`config.mk`:
```
export PLATFORM = sky130hd
export DESIGN_NAME = circular_record_log_index_core
export DESIGN_NICKNAME = d
export VERILOG_FILES = /design/src/crli_pkg.sv /design/src/circular_record_log_index_core.sv /design/src/crli_ctrl.sv /design/src/crli_addr.sv
export VERILOG_INCLUDE_DIRS = /design/src /design/src/src
export SDC_FILE = /design/constraint.sdc
export NUM_CORES = 2
export LEC_CHECK = 0
export ABC_AREA = 0
export BUFFER_PORTS_ARGS = -buffer_cell sky130_fd_sc_hd__buf_2
export CAP_MARGIN = 25
export CORE_MARGIN = 3
export CORE_UTILIZATION = 60
export CTS_BUF_LIST = sky130_fd_sc_hd__clkbuf_16
export DETAILED_ROUTE_END_ITERATION = 8
export PLACE_DENSITY = 0.81
export SLEW_MARGIN = 25
export SYNTH_ARGS = -nofsm -noshare
export SYNTH_HDL_FRONTEND = slang
export SYNTH_SLANG_ARGS = --single-unit
```
`constraint.sdc`:
```
create_clock -name clk -period 19.66 [get_ports clk]
set_input_delay 0 -clock clk [delete_from_list [all_inputs] [get_ports clk]]
set_output_delay 0 -clock clk [all_outputs]
set_load 0.1 [all_outputs]
```
`src/assert_macros.svh`:
```
// Assertion macros shared by the circular record log index RTL.
// Included by the modules that carry concurrent checks; depends on nothing.
`ifndef ASSERT_MACROS_SVH
`define ASSERT_MACROS_SVH

// Same-cycle implication, disabled while reset is held.
`define ASSERT_IMPLIES(lbl, ck, rstn, ante, cons, msg) \
  lbl: assert property (@(posedge ck) disable iff (!(rstn)) (ante) |-> (cons)) \
    else $error(msg);

// Next-cycle implication, disabled while reset is held.
`define ASSERT_NEXT(lbl, ck, rstn, ante, cons, msg) \
  lbl: assert property (@(posedge ck) disable iff (!(rstn)) (ante) |=> (cons)) \
    else $error(msg);

`endif

```
`src/crli_pkg.sv`:
```
// Types and constants of the circular record log index.
// Used by crli_ctrl, crli_addr and circular_record_log_index_core; no dependencies.
package crli_pkg;

  // request kinds
  localparam logic [2:0] KIND_APPEND = 3'd0;
  localparam logic [2:0] KIND_WRITE  = 3'd1;
  localparam logic [2:0] KIND_READ   = 3'd2;
  localparam logic [2:0] KIND_RESET  = 3'd3;
  localparam logic [2:0] KIND_ERASE  = 3'd4;

  // configuration register indexes
  localparam logic [2:0] CFG_START  = 3'd0;
  localparam logic [2:0] CFG_OFFSET = 3'd1;
  localparam logic [2:0] CFG_SIZE   = 3'd2;
  localparam logic [2:0] CFG_COUNT  = 3'd3;
  localparam logic [2:0] CFG_OVER   = 3'd4;

  // configuration reset values
  localparam logic [31:0] RST_START  = 32'd0;
  localparam logic [15:0] RST_OFFSET = 16'd4;
  localparam logic [15:0] RST_SIZE   = 16'd16;
  localparam logic [15:0] RST_COUNT  = 16'd64;
  localparam logic        RST_OVER   = 1'b1;

  localparam logic [15:0] BLANK_INDEX = 16'hFFFF;
  localparam logic [15:0] FIRST_ID    = 16'd1;

  typedef enum logic [1:0] {
    ST_OK     = 2'd0,
    ST_FULL   = 2'd1,
    ST_RANGE  = 2'd2,
    ST_UNREAD = 2'd3
  } status_t;

  typedef struct packed {
    logic [2:0]  kind;
    logic [15:0] record_number;
  } in_t;

  typedef struct packed {
    logic        ok;
    status_t     status;
    logic [31:0] record_address;
    logic [31:0] crc_address;
    logic [15:0] record_count;
    logic [15:0] first_record;
    logic [15:0] last_record;
  } out_t;

  typedef struct packed {
    logic [31:0] area_start_address;
    logic [15:0] first_record_offset;
    logic [15:0] record_size;
    logic [15:0] number_of_records;
    logic        overwritable;
  } cfg_t;

  // index stage result handed to the address stages
  typedef struct packed {
    logic        ok;
    status_t     status;
    logic        has_addr;
    logic [15:0] target;
    logic [15:0] record_count;
    logic [15:0] first_record;
    logic [15:0] last_record;
  } ctl_res_t;

endpackage

```
`src/circular_record_log_index_core.sv`:
```
// Circular record log index: a request passes through the input register, index stage,
// product stage and result register in that order.
// Throughput 1 request per cycle; the only loop is the index/wrapped state update,
// done within the index stage. Rate is held only by out_stall.
// Synchronous active-low reset: blank log (index 0xFFFF, not wrapped), pipeline
// empty, configuration registers back to their defaults.
`include "assert_macros.svh"

module circular_record_log_index_core #(
  parameter int CRC_BYTES = 2
) (
  input  logic             clk,
  input  logic             rst_n,
  input  logic             cfg_we,
  input  logic [2:0]       cfg_index,
  input  logic [31:0]      cfg_wdata,
  input  logic             in_valid,
  output logic             in_stall,
  input  crli_pkg::in_t    in_data,
  output logic             out_valid,
  input  logic             out_stall,
  output crli_pkg::out_t   out_data
);

  crli_pkg::cfg_t     cfg_r;
  crli_pkg::in_t      req_r;
  crli_pkg::ctl_res_t ctl_res;
  logic               v1_r, v2_r, v3_r, v4_r;
  logic               en1, en2, en3, en4;

  // Configuration registers: the user must write them only while idle (not enforced here); no read-back.
  always_ff @(posedge clk) begin
    if (!rst_n) begin
      cfg_r.area_start_address  <= crli_pkg::RST_START;
      cfg_r.first_record_offset <= crli_pkg::RST_OFFSET;
      cfg_r.record_size         <= crli_pkg::RST_SIZE;
      cfg_r.number_of_records   <= crli_pkg::RST_COUNT;
      cfg_r.overwritable        <= crli_pkg::RST_OVER;
    end else if (cfg_we) begin
      unique case (cfg_index)
        crli_pkg::CFG_START:  cfg_r.area_start_address  <= cfg_wdata;
        crli_pkg::CFG_OFFSET: cfg_r.first_record_offset <= cfg_wdata[15:0];
        crli_pkg::CFG_SIZE:   cfg_r.record_size         <= cfg_wdata[15:0];
        crli_pkg::CFG_COUNT:  cfg_r.number_of_records   <= cfg_wdata[15:0];
        crli_pkg::CFG_OVER:   cfg_r.overwritable        <= cfg_wdata[0];
        default: begin
          // drop writes to unknown indexes
        end
      endcase
    end
  end

  // Each stage advances when it is empty or the stage after it advances.
  assign en4      = !v4_r || !out_stall;
  assign en3      = !v3_r || en4;
  assign en2      = !v2_r || en3;
  assign en1      = !v1_r || en2;
  assign in_stall = !en1;

  always_ff @(posedge clk) begin
    if (!rst_n) begin
      v1_r <= 1'b0;
      v2_r <= 1'b0;
      v3_r <= 1'b0;
      v4_r <= 1'b0;
    end else begin
      if (en1) v1_r <= in_valid;
      if (en2) v2_r <= v1_r;
      if (en3) v3_r <= v2_r;
      if (en4) v4_r <= v3_r;
    end
  end

  // Hold the request in the input register.
  always_ff @(posedge clk) begin
    if (en1) begin
      req_r <= in_data;
    end
  end

  // Index stage: the state advances as the request moves on.
  crli_ctrl u_ctrl (
    .clk       (clk),
    .rst_n     (rst_n),
    .cfg       (cfg_r),
    .req_valid (v1_r),
    .req       (req_r),
    .load      (en2),
    .res_r     (ctl_res)
  );

  // Address stages: product, then sums into the result register.
  crli_addr #(
    .CRC_BYTES (CRC_BYTES)
  ) u_addr (
    .clk      (clk),
    .cfg      (cfg_r),
    .ctl      (ctl_res),
    .load_mul (en3),
    .load_out (en4),
    .out_r    (out_data)
  );

  assign out_valid = v4_r;

  `ASSERT_IMPLIES(a_reject_no_addr, clk, rst_n,
    out_valid && !out_data.ok,
    (out_data.record_address == 32'd0) && (out_data.crc_address == 32'd0),
    "rejected request carries an address")
  `ASSERT_IMPLIES(a_ok_status, clk, rst_n,
    out_valid,
    out_data.ok == (out_data.status == crli_pkg::ST_OK),
    "ok flag disagrees with status")
  `ASSERT_IMPLIES(a_stall_full, clk, rst_n,
    in_stall,
    v1_r && v2_r && v3_r && v4_r && out_stall,
    "input stalled while the pipeline has room")
  `ASSERT_IMPLIES(a_count_bound, clk, rst_n,
    out_valid && (out_data.last_record == 16'd0),
    (out_data.record_count == 16'd0),
    "records counted with no newest record")

endmodule

```
`src/crli_ctrl.sv`:
```
// Index state (current record, wrapped flag) and request decode.
// Depends on crli_pkg and assert_macros.svh.
`include "assert_macros.svh"

module crli_ctrl (
  input  logic               clk,
  input  logic               rst_n,
  input  crli_pkg::cfg_t     cfg,
  input  logic               req_valid,
  input  crli_pkg::in_t      req,
  input  logic               load,
  output crli_pkg::ctl_res_t res_r
);

  logic [15:0]        ci_r, ci_nxt;
  logic               wr_r, wr_nxt;
  crli_pkg::ctl_res_t res_nxt;
  logic               in_range;
  logic [15:0]        rc;
  logic [15:0]        rec;
  logic               idx_valid;

  assign rc  = cfg.number_of_records;
  assign rec = req.record_number;

  always_comb begin
    ci_nxt           = ci_r;
    wr_nxt           = wr_r;
    res_nxt          = '0;
    res_nxt.ok       = 1'b1;
    res_nxt.status   = crli_pkg::ST_OK;
    in_range         = (rec != 16'd0) && (rec <= rc);
    unique case (req.kind)
      crli_pkg::KIND_APPEND: begin
        if (rc <= ci_r) begin
          if (ci_r == crli_pkg::BLANK_INDEX) begin
            ci_nxt = crli_pkg::FIRST_ID;
            wr_nxt = 1'b0;
          end else if (cfg.overwritable) begin
            ci_nxt = crli_pkg::FIRST_ID;
            wr_nxt = 1'b1;
          end else begin
            res_nxt.ok     = 1'b0;
            res_nxt.status = crli_pkg::ST_FULL;
          end
        end else begin
          ci_nxt = ci_r + 16'd1;
        end
        res_nxt.target   = ci_nxt;
        res_nxt.has_addr = res_nxt.ok;
      end
      crli_pkg::KIND_WRITE: begin
        if (!in_range) begin
          res_nxt.ok     = 1'b0;
          res_nxt.status = crli_pkg::ST_RANGE;
        end else begin
          if (ci_r == crli_pkg::BLANK_INDEX) begin
            wr_nxt = 1'b0;
          end else if (rec < ci_r) begin
            wr_nxt = 1'b1;
          end
          ci_nxt           = rec;
          res_nxt.target   = rec;
          res_nxt.has_addr = 1'b1;
        end
      end
      crli_pkg::KIND_READ: begin
        if (!in_range) begin
          res_nxt.ok     = 1'b0;
          res_nxt.status = crli_pkg::ST_RANGE;
        end else if ((ci_r > rc) || ((ci_r < rec) && !(cfg.overwritable && wr_r))) begin
          res_nxt.ok     = 1'b0;
          res_nxt.status = crli_pkg::ST_UNREAD;
        end else begin
          res_nxt.target   = rec;
          res_nxt.has_addr = 1'b1;
        end
      end
      crli_pkg::KIND_RESET: begin
        ci_nxt = crli_pkg::BLANK_INDEX;
        wr_nxt = 1'b0;
      end
      crli_pkg::KIND_ERASE: begin
        if (!in_range) begin
          res_nxt.ok     = 1'b0;
          res_nxt.status = crli_pkg::ST_RANGE;
        end else begin
          res_nxt.target   = rec;
          res_nxt.has_addr = 1'b1;
        end
      end
      default: begin
        res_nxt.ok     = 1'b0;
        res_nxt.status = crli_pkg::ST_RANGE;
      end
    endcase

    // log summary after the step
    idx_valid = (ci_nxt != crli_pkg::BLANK_INDEX) && (ci_nxt <= rc);
    if (!idx_valid) begin
      res_nxt.record_count = 16'd0;
    end else if (wr_nxt && cfg.overwritable) begin
      res_nxt.record_count = rc;
    end else begin
      res_nxt.record_count = ci_nxt;
    end
    res_nxt.last_record = idx_valid ? ci_nxt : 16'd0;
    if ((ci_nxt != 16'd0) && !wr_nxt && (ci_nxt != crli_pkg::BLANK_INDEX)) begin
      res_nxt.first_record = crli_pkg::FIRST_ID;
    end else if (wr_nxt && cfg.overwritable && (rc > ci_nxt)) begin
      res_nxt.first_record = ci_nxt + 16'd1;
    end else if (wr_nxt && cfg.overwritable && (rc == ci_nxt)) begin
      res_nxt.first_record = crli_pkg::FIRST_ID;
    end else begin
      res_nxt.first_record = 16'd0;
    end
  end

  always_ff @(posedge clk) begin
    if (!rst_n) begin
      ci_r <= crli_pkg::BLANK_INDEX;
      wr_r <= 1'b0;
    end else if (load && req_valid) begin
      ci_r <= ci_nxt;
      wr_r <= wr_nxt;
    end
  end

  always_ff @(posedge clk) begin
    if (load) begin
      res_r <= res_nxt;
    end
  end

  `ASSERT_NEXT(a_reset_blanks, clk, rst_n,
    load && req_valid && (req.kind == crli_pkg::KIND_RESET),
    (ci_r == crli_pkg::BLANK_INDEX) && !wr_r && (res_r.record_count == 16'd0),
    "reset log did not leave a blank index")
  `ASSERT_NEXT(a_reject_holds, clk, rst_n,
    load && req_valid && !res_nxt.ok,
    $stable(ci_r) && $stable(wr_r),
    "rejected request changed the index")

endmodule

```
`src/crli_addr.sv`:
```
// Address pipeline: slot offset product, then payload and CRC address sums.
// Depends on crli_pkg.
module crli_addr #(
  parameter int CRC_BYTES = 2
) (
  input  logic               clk,
  input  crli_pkg::cfg_t     cfg,
  input  crli_pkg::ctl_res_t ctl,
  input  logic               load_mul,
  input  logic               load_out,
  output crli_pkg::out_t     out_r
);

  logic [16:0]        stride;
  logic [15:0]        idx_m1;
  logic [32:0]        prod_full;
  logic [31:0]        prod_r;
  logic [31:0]        base_r;
  logic [31:0]        crc_base_r;
  crli_pkg::ctl_res_t ctl_r;
  logic [31:0]        rec_addr;
  logic [31:0]        crc_addr;

  assign stride    = {1'b0, cfg.record_size} + 17'(CRC_BYTES);
  assign idx_m1    = ctl.target - 16'd1;
  assign prod_full = idx_m1 * stride;

  // stage one: product and the two base addresses
  always_ff @(posedge clk) begin
    if (load_mul) begin
      prod_r     <= prod_full[31:0];
      base_r     <= cfg.area_start_address + {16'd0, cfg.first_record_offset};
      crc_base_r <= cfg.area_start_address + {16'd0, cfg.first_record_offset}
                    + {16'd0, cfg.record_size};
      ctl_r      <= ctl;
    end
  end

  assign rec_addr = ctl_r.has_addr ? (base_r + prod_r) : 32'd0;
  assign crc_addr = ctl_r.has_addr ? (crc_base_r + prod_r) : 32'd0;

  // stage two: final sums into the result register
  always_ff @(posedge clk) begin
    if (load_out) begin
      out_r.ok             <= ctl_r.ok;
      out_r.status         <= ctl_r.status;
      out_r.record_address <= rec_addr;
      out_r.crc_address    <= crc_addr;
      out_r.record_count   <= ctl_r.record_count;
      out_r.first_record   <= ctl_r.first_record;
      out_r.last_record    <= ctl_r.last_record;
    end
  end

endmodule

```
; Word-level counts from Yosys, hierarchy flattened
; Cells that the tools add are included.
[op_classes]
add_sub_neg = 8
mul = 1
div_mod_pow = 0
magnitude_cmp = 7
eq_ne = 11
shift = 0
mux = 26
n_bitwise = 0
n_reduce_logical = 33
[ops]
columns = op, count
row1 = $mux W16, 6
row2 = $add A32 B16 Y32, 2
row3 = $add A32 B32 Y32, 2
row4 = $mux W17, 3
row5 = $pmux W17 S3, 1
row6 = $le A16 B16 Y1, 3
row7 = $pmux W16 S3, 1
row8 = $add A16 B1 Y16 const B, 2
row9 = $gt A16 B16 Y1, 2
row10 = $lt A16 B16 Y1, 2
row11 = $mul A16 B17 Y32, 1
row12 = $reduce_bool A16 Y1, 2
row13 = $mux W3, 6
row14 = $add A16 B2 Y17 const B, 1
row15 = $eq A16 B16 Y1, 1
row16 = $eq A16 B16 Y1 const B, 1
row17 = $ne A16 B16 Y1 const B, 1
row18 = $sub A16 B1 Y16 const B, 1
row19 = $eq A3 B2 Y1 const B, 4
row20 = $pmux W3 S4, 1
row21 = $logic_and A1 B1 Y1, 10
row22 = $reduce_and A2 Y1, 5
row23 = $logic_not A1 Y1, 8
row24 = $mux W1, 7
row25 = 6 further kinds, 13
[word_totals]
register_bits = 452
latch_bits = 0
ram_bits = 0
rom_bits = 0
out_inout_bits = 117
mem_count = 0

; Longest topological paths before layout
[logic_depth]
depth_word = 9
ltp_mapped = 32
ltp_nobuf = 31

; By module
; A second synthesis with hierarchy kept.
[hier_totals]
hier_cells = 3209
area_unflattened_um2 = 33017.9
[modules_own_cells]
columns = module, n_inst, cells_each, area_per_inst_um2, seq_area_each_um2
row1 = crli_addr, 1, 2118, 22566.6, 7897.6
row2 = crli_ctrl, 1, 747, 6626.4, 2382.3
row3 = circular_record_log_index_core, 1, 344, 3824.9, 2272.2

; Worst setup path after synthesis
; Ideal clock, no wire load.
[synth_path]
path_kind = reg2reg
from = reg u_ctrl.res_r[50] in the netlist's numbering
to = reg u_addr.prod_r[30], data pin
setup_time_ps = 258
t_arrival_ps = 7340
setup_slack_ps = 12063
path_stages_with_launch = 28
synth_period_minus_slack_ps = 7597
cell_sequence = edfxtp_1 or3_1 nor2_1 nor4b_1 nand2_1 xnor2_1 clkbuf_1 nand2_1 fa_1 inv_1 fa_1 inv_1 fa_1 inv_1 fa_1 fa_1 inv_1 fa_1 inv_1 ha_1 and3_1 a31oi_1 a2111oi_0 o21ai_0 o21ai_0 a211o_1 a21oi_1 xnor2_1
[synth_via]
elab_chain_cells = 2
[synth_lines]
columns = item, line_no
row1 = start: declaration, crli_ctrl.sv:12  ; output crli_pkg::ctl_res_t res_r
row2 = start signal: assignment, crli_ctrl.sv:131  ; res_r <= res_nxt;
row3 = $sub A16 B1 Y16, crli_addr.sv:25  ; assign idx_m1 = ctl.target - 16'd1;
row4 = $mul A16 B17 Y32, crli_addr.sv:26  ; assign prod_full = idx_m1 * stride;
row5 = via u_addr.prod_full[30], crli_addr.sv:16  ; logic [32:0] prod_full;
row6 = end signal: assignment, crli_addr.sv:31  ; prod_r <= prod_full[31:0];
row7 = end: declaration, crli_addr.sv:17  ; logic [31:0] prod_r;
; The timed path passes the listed nets, and every way through them passes these cells.
; A chain may end at the register's enable or synchronous reset.

; Worst setup path in the final report
; Ends and elaborated chain as after synthesis.

==> qor.json <==
{
  "die": {
    "core_area_um2": 54130,
    "start_util": 0.6104,
    "placement_rows": 85,
    "die_height_um": 240.7,
    "die_area_um2": 57920,
    "die_x_um": 240.7,
    "top_level_pins": 176
  },
  "grt": {
    "grt_overflow": 0,
    "grt_util_met3": 0.05291,
    "antenna_violations_before_repair": 0,
    "global_route_wire_length_before_repair_um": 137300,
    "gr-max-usage-layer": "met2",
    "pin_count_of_the_biggest_net_entering_global_routing": 103,
    "groute.usage.overall": 0.3056,
    "met1_usage": 0.3949,
    "grt_pass1_vias": 25096,
    "grtUsageMet2": 0.5042
  },
  "routing": {
    "post_drt_via_cell_ratio": 5.972,
    "wl_um": 88070,
    "dr.first_iter.drc_count": 2574,
    "vias": 25392,
    "ant_nets": 0,
    "drt_first_pass_iters": 6,
    "drc_violations_left": 0,
    "wl_per_cell_um": 20.71
  },
  "pwr": {
    "cell_internal_pwr_mw": 2.134,
    "leak_nw": 17.07,
    "pwr-share-clk": 0.256,
    "max-vdd-ir-drop_mv": 0.07730,
    "power_frac_seq": 0.348,
    "power.combinational.fraction": 0.396,
    "ratio_of_total_power_to_cell_area_nw_per_um2": 95.15,
    "switching_share": 0.3911,
    "switchingPower_mw": 1.371
  },
  "setup_path": {
    "cp.buffers_inverters": 4,
    "cpMaxStageDelayCell": "sky130_fd_sc_hd__nor4b_1",
    "path_class": "reg -> reg",
    "critPathLaunchType": "flip-flop",
    "arrival_ns": 8.83,
    "worst_path_max_fanout": 6,
    "critical_path.top_delay_family": "adder cells",
    "cp.required_ns": 20.01,
    "worst-r2r-setup-slack_ns": 11.18,
    "cp_common_cell": "sky130_fd_sc_hd__fa_1",
    "setup.worst_path.end_class": "flip-flop",
    "critPathMaxStageDelay_ns": 0.60
  },
  "yosys": {
    "yosys_most_used_dff": "sky130_fd_sc_hd__edfxtp_1",
    "syn_nets": 3834,
    "synth.largest_area_cell": "sky130_fd_sc_hd__edfxtp_1",
    "synth-seq-cells": 452,
    "post_synth_edffs": 350,
    "ys_warn_count": 0,
    "synthDominantCellAreaShare": 0.3181,
    "synth_most_common_cell": "sky130_fd_sc_hd__nand2_1",
    "average_cell_area_after_synthesis_um2": 10.01,
    "post_synthesis_cell_count": 3300,
    "cell_variety_after_synth": 107,
    "syn-cell-area_um2": 33040,
    "synth.top_cells.by_count": "sky130_fd_sc_hd__nand2_1 (453), sky130_fd_sc_hd__inv_1 (376), sky130_fd_sc_hd__edfxtp_1 (350), sky130_fd_sc_hd__ha_1 (264), sky130_fd_sc_hd__nor2_1 (241)",
    "async_reset_ff_frac": 0,
    "synth.area.top_cells": "sky130_fd_sc_hd__edfxtp_1 (32%), sky130_fd_sc_hd__fa_1 (13%), sky130_fd_sc_hd__ha_1 (10%)",
    "seq_area_frac_synth": 0.3799
  },
  "clocking": {
    "clock_sink_count": 452,
    "clk_pin_slew_worst_paths_ns": 0.06,
    "cts_max_level": 2,
    "tritoncts_clock_tree": "done",
    "clk_path_buf_depth": 3,
    "clock_latency_ns": 0.60,
    "cts-resized-gates": 0,
    "cts-buffers-inserted": 49,
    "clk_root_buffer_cell": "sky130_fd_sc_hd__clkbuf_16"
  },
  "finish": {
    "final_layout_size_suffix_gt1_frac": 0.1066,
    "synthToLayoutAreaGrowth_pct": 11.50,
    "insertedDiodeCount": 0,
    "nets": 4050
  },
  "timing": {
    "tightest_slew_ns": 1.066,
    "drv_slew": 0,
    "timing.clock.skew_ns": 0.01504,
    "upper_clock_frequency_limit_mhz": 117.9,
    "grt_setup_unrepaired": "no",
    "fin_crit_sh": 0.4315,
    "report.final.setup_viol": 0,
    "slew-limit-headroom": 0.2845,
    "setup-tns-final_ns": 0,
    "post-route-min-period_ns": 8.483,
    "report.final.hold_viol_count": 0,
    "postLayoutSetupSlackWorst_ns": 11.18
  },
  "placed_design": {
    "gpl.final_weighted_congestion": 1.023,
    "placement.io_buffers": 175,
    "pre_cts_ws_ns": 11.22,
    "detailedPlacementHpwl_um": 66140
  },
  "worst_hold_path": {
    "holdCritPathClass": "in -> reg"
  },
  "outcome": {
    "status": "finished clean"
  },
  "flow_run": {
    "max_cap_violations": 0
  }
}
==> through the flow <==
step	util	hold slack (ns)	power, mW	cell area, um^2	instances
after floorplan	-	0.09887	2.266	33040	3300
after detailed placement	0.6403	0.1781	2.603	34660	4102
after global placement	0.6401	0.1769	2.567	34650	4102
after global routing	0.6806	0.1019	3.691	36840	4252
final	0.6806	0.04776	3.506	36840	4252
after CTS	0.6801	0.07735	3.508	36820	4252
==> cells by family after synthesis <==
family | share of synthesized area
simple gates | 0.1552
compound gates | 0.1281
buf+inv | 0.05683
fa+ha+maj | 0.2281
flops | 0.3799
xor+xnor | 0.05036
mux | 0.001515
==> worst paths after layout <==
| path | cells past startpoint | start | endpoint |
|---|---|---|---|
| max reg2reg | 29 | u_ctrl.res_r[50]$_DFFE_PP_ | u_addr.prod_r[30]$_DFFE_PP_ |
| min reg2reg | 0 | u_addr.ctl_r[4]$_DFFE_PP_ | u_addr.out_r[4]$_DFFE_PP_ |
| min | 3 | rst_n | cfg_r[0]$_SDFFE_PN1P_ |
| max | 29 | u_ctrl.res_r[50]$_DFFE_PP_ | u_addr.prod_r[30]$_DFFE_PP_ |
==> state kept, by name (all words and copies together), names as in the netlist <==
register,cells
u_addr.ctl_r,52
u_ctrl.ci_r,16
u_addr.prod_r,32
v2_r,1
v3_r,1
req_r,19
u_addr.out_r,115
out_valid,1
u_ctrl.res_r,68
cfg_r,81
v1_r,1
u_addr.base_r,32
u_ctrl.wr_r,1
u_addr.crc_base_r,32
==> what timing repair did <==
item / 4_1_cts / 5_1_grt
endpoints found under the hold margin: 102 / 0
hold buffers: 59 / 0
setup endpoints to repair: 0 / 0
buffers inserted: 0 / 0
==> power groups by stage <==
stage | Clock, mW | Combinational, mW | Sequential (mW)
finish | 0.897 | 1.39 | 1.22
global route | 0.942 | 1.52 | 1.23
CTS | 0.908 | 1.38 | 1.22
detailed placement | 0 | 1.37 | 1.24
global placement | 0 | 1.33 | 1.24
floorplan | 0 | 0.845 | 1.42
==> metal layers <==
layer	part of all wire	routed length, um
met5	0	0
met4	0.054	4726
met3	0.080	7009
met2	0.47	41670
met1	0.39	34660
==> layout by cell type (no fill, tap or decap), types with 13 or more instances in the layout <==
cell type,netlist,final
sky130_fd_sc_hd__nand3_1,53,53
sky130_fd_sc_hd__o21a_1,26,26
sky130_fd_sc_hd__nor3_1,52,52
sky130_fd_sc_hd__o211ai_1,22,22
sky130_fd_sc_hd__buf_4,2,36
sky130_fd_sc_hd__or3_1,14,14
sky130_fd_sc_hd__fa_1,211,211
sky130_fd_sc_hd__o21bai_1,15,15
sky130_fd_sc_hd__a31oi_1,26,25
sky130_fd_sc_hd__nor4_1,13,13
sky130_fd_sc_hd__dlygate4sd3_1,0,59
sky130_fd_sc_hd__dfxtp_1,102,102
sky130_fd_sc_hd__xnor2_1,119,115
sky130_fd_sc_hd__nor2_2,21,23
sky130_fd_sc_hd__edfxtp_1,350,350
sky130_fd_sc_hd__ha_1,264,264
sky130_fd_sc_hd__a21oi_1,145,145
sky130_fd_sc_hd__o21ai_0,84,84
sky130_fd_sc_hd__nor2b_1,27,27
sky130_fd_sc_hd__a211oi_1,17,17
sky130_fd_sc_hd__nor2_1,241,239
sky130_fd_sc_hd__nand2b_1,44,44
sky130_fd_sc_hd__a21boi_0,80,80
sky130_fd_sc_hd__and2_1,46,46
sky130_fd_sc_hd__and3_1,23,23
sky130_fd_sc_hd__nand4_1,38,38
sky130_fd_sc_hd__inv_1,376,391
sky130_fd_sc_hd__nand2_1,453,450
sky130_fd_sc_hd__clkbuf_16,0,51
sky130_fd_sc_hd__xor2_1,71,68
sky130_fd_sc_hd__buf_2,7,175
sky130_fd_sc_hd__a21o_1,59,59
==> final cells by class <==
class / count / area, um^2
multi-input cells: 2364 / 18690
fillers: 4028 / 17290
flip-flops and latches: 452 / 12550
repair buffers: 270 / 1737
inverters: 379 / 1428
clock buffers: 51 / 1276
well taps: 696 / 870.8
clock inverters: 40 / 289.0
==> worst min-delay path, stage by stage <==
cell	delay, ns
sky130_fd_sc_hd__buf_2	0.10
sky130_fd_sc_hd__buf_4	0.36
sky130_fd_sc_hd__nand2_1	0.15
(Power assumes the default switching activity.)
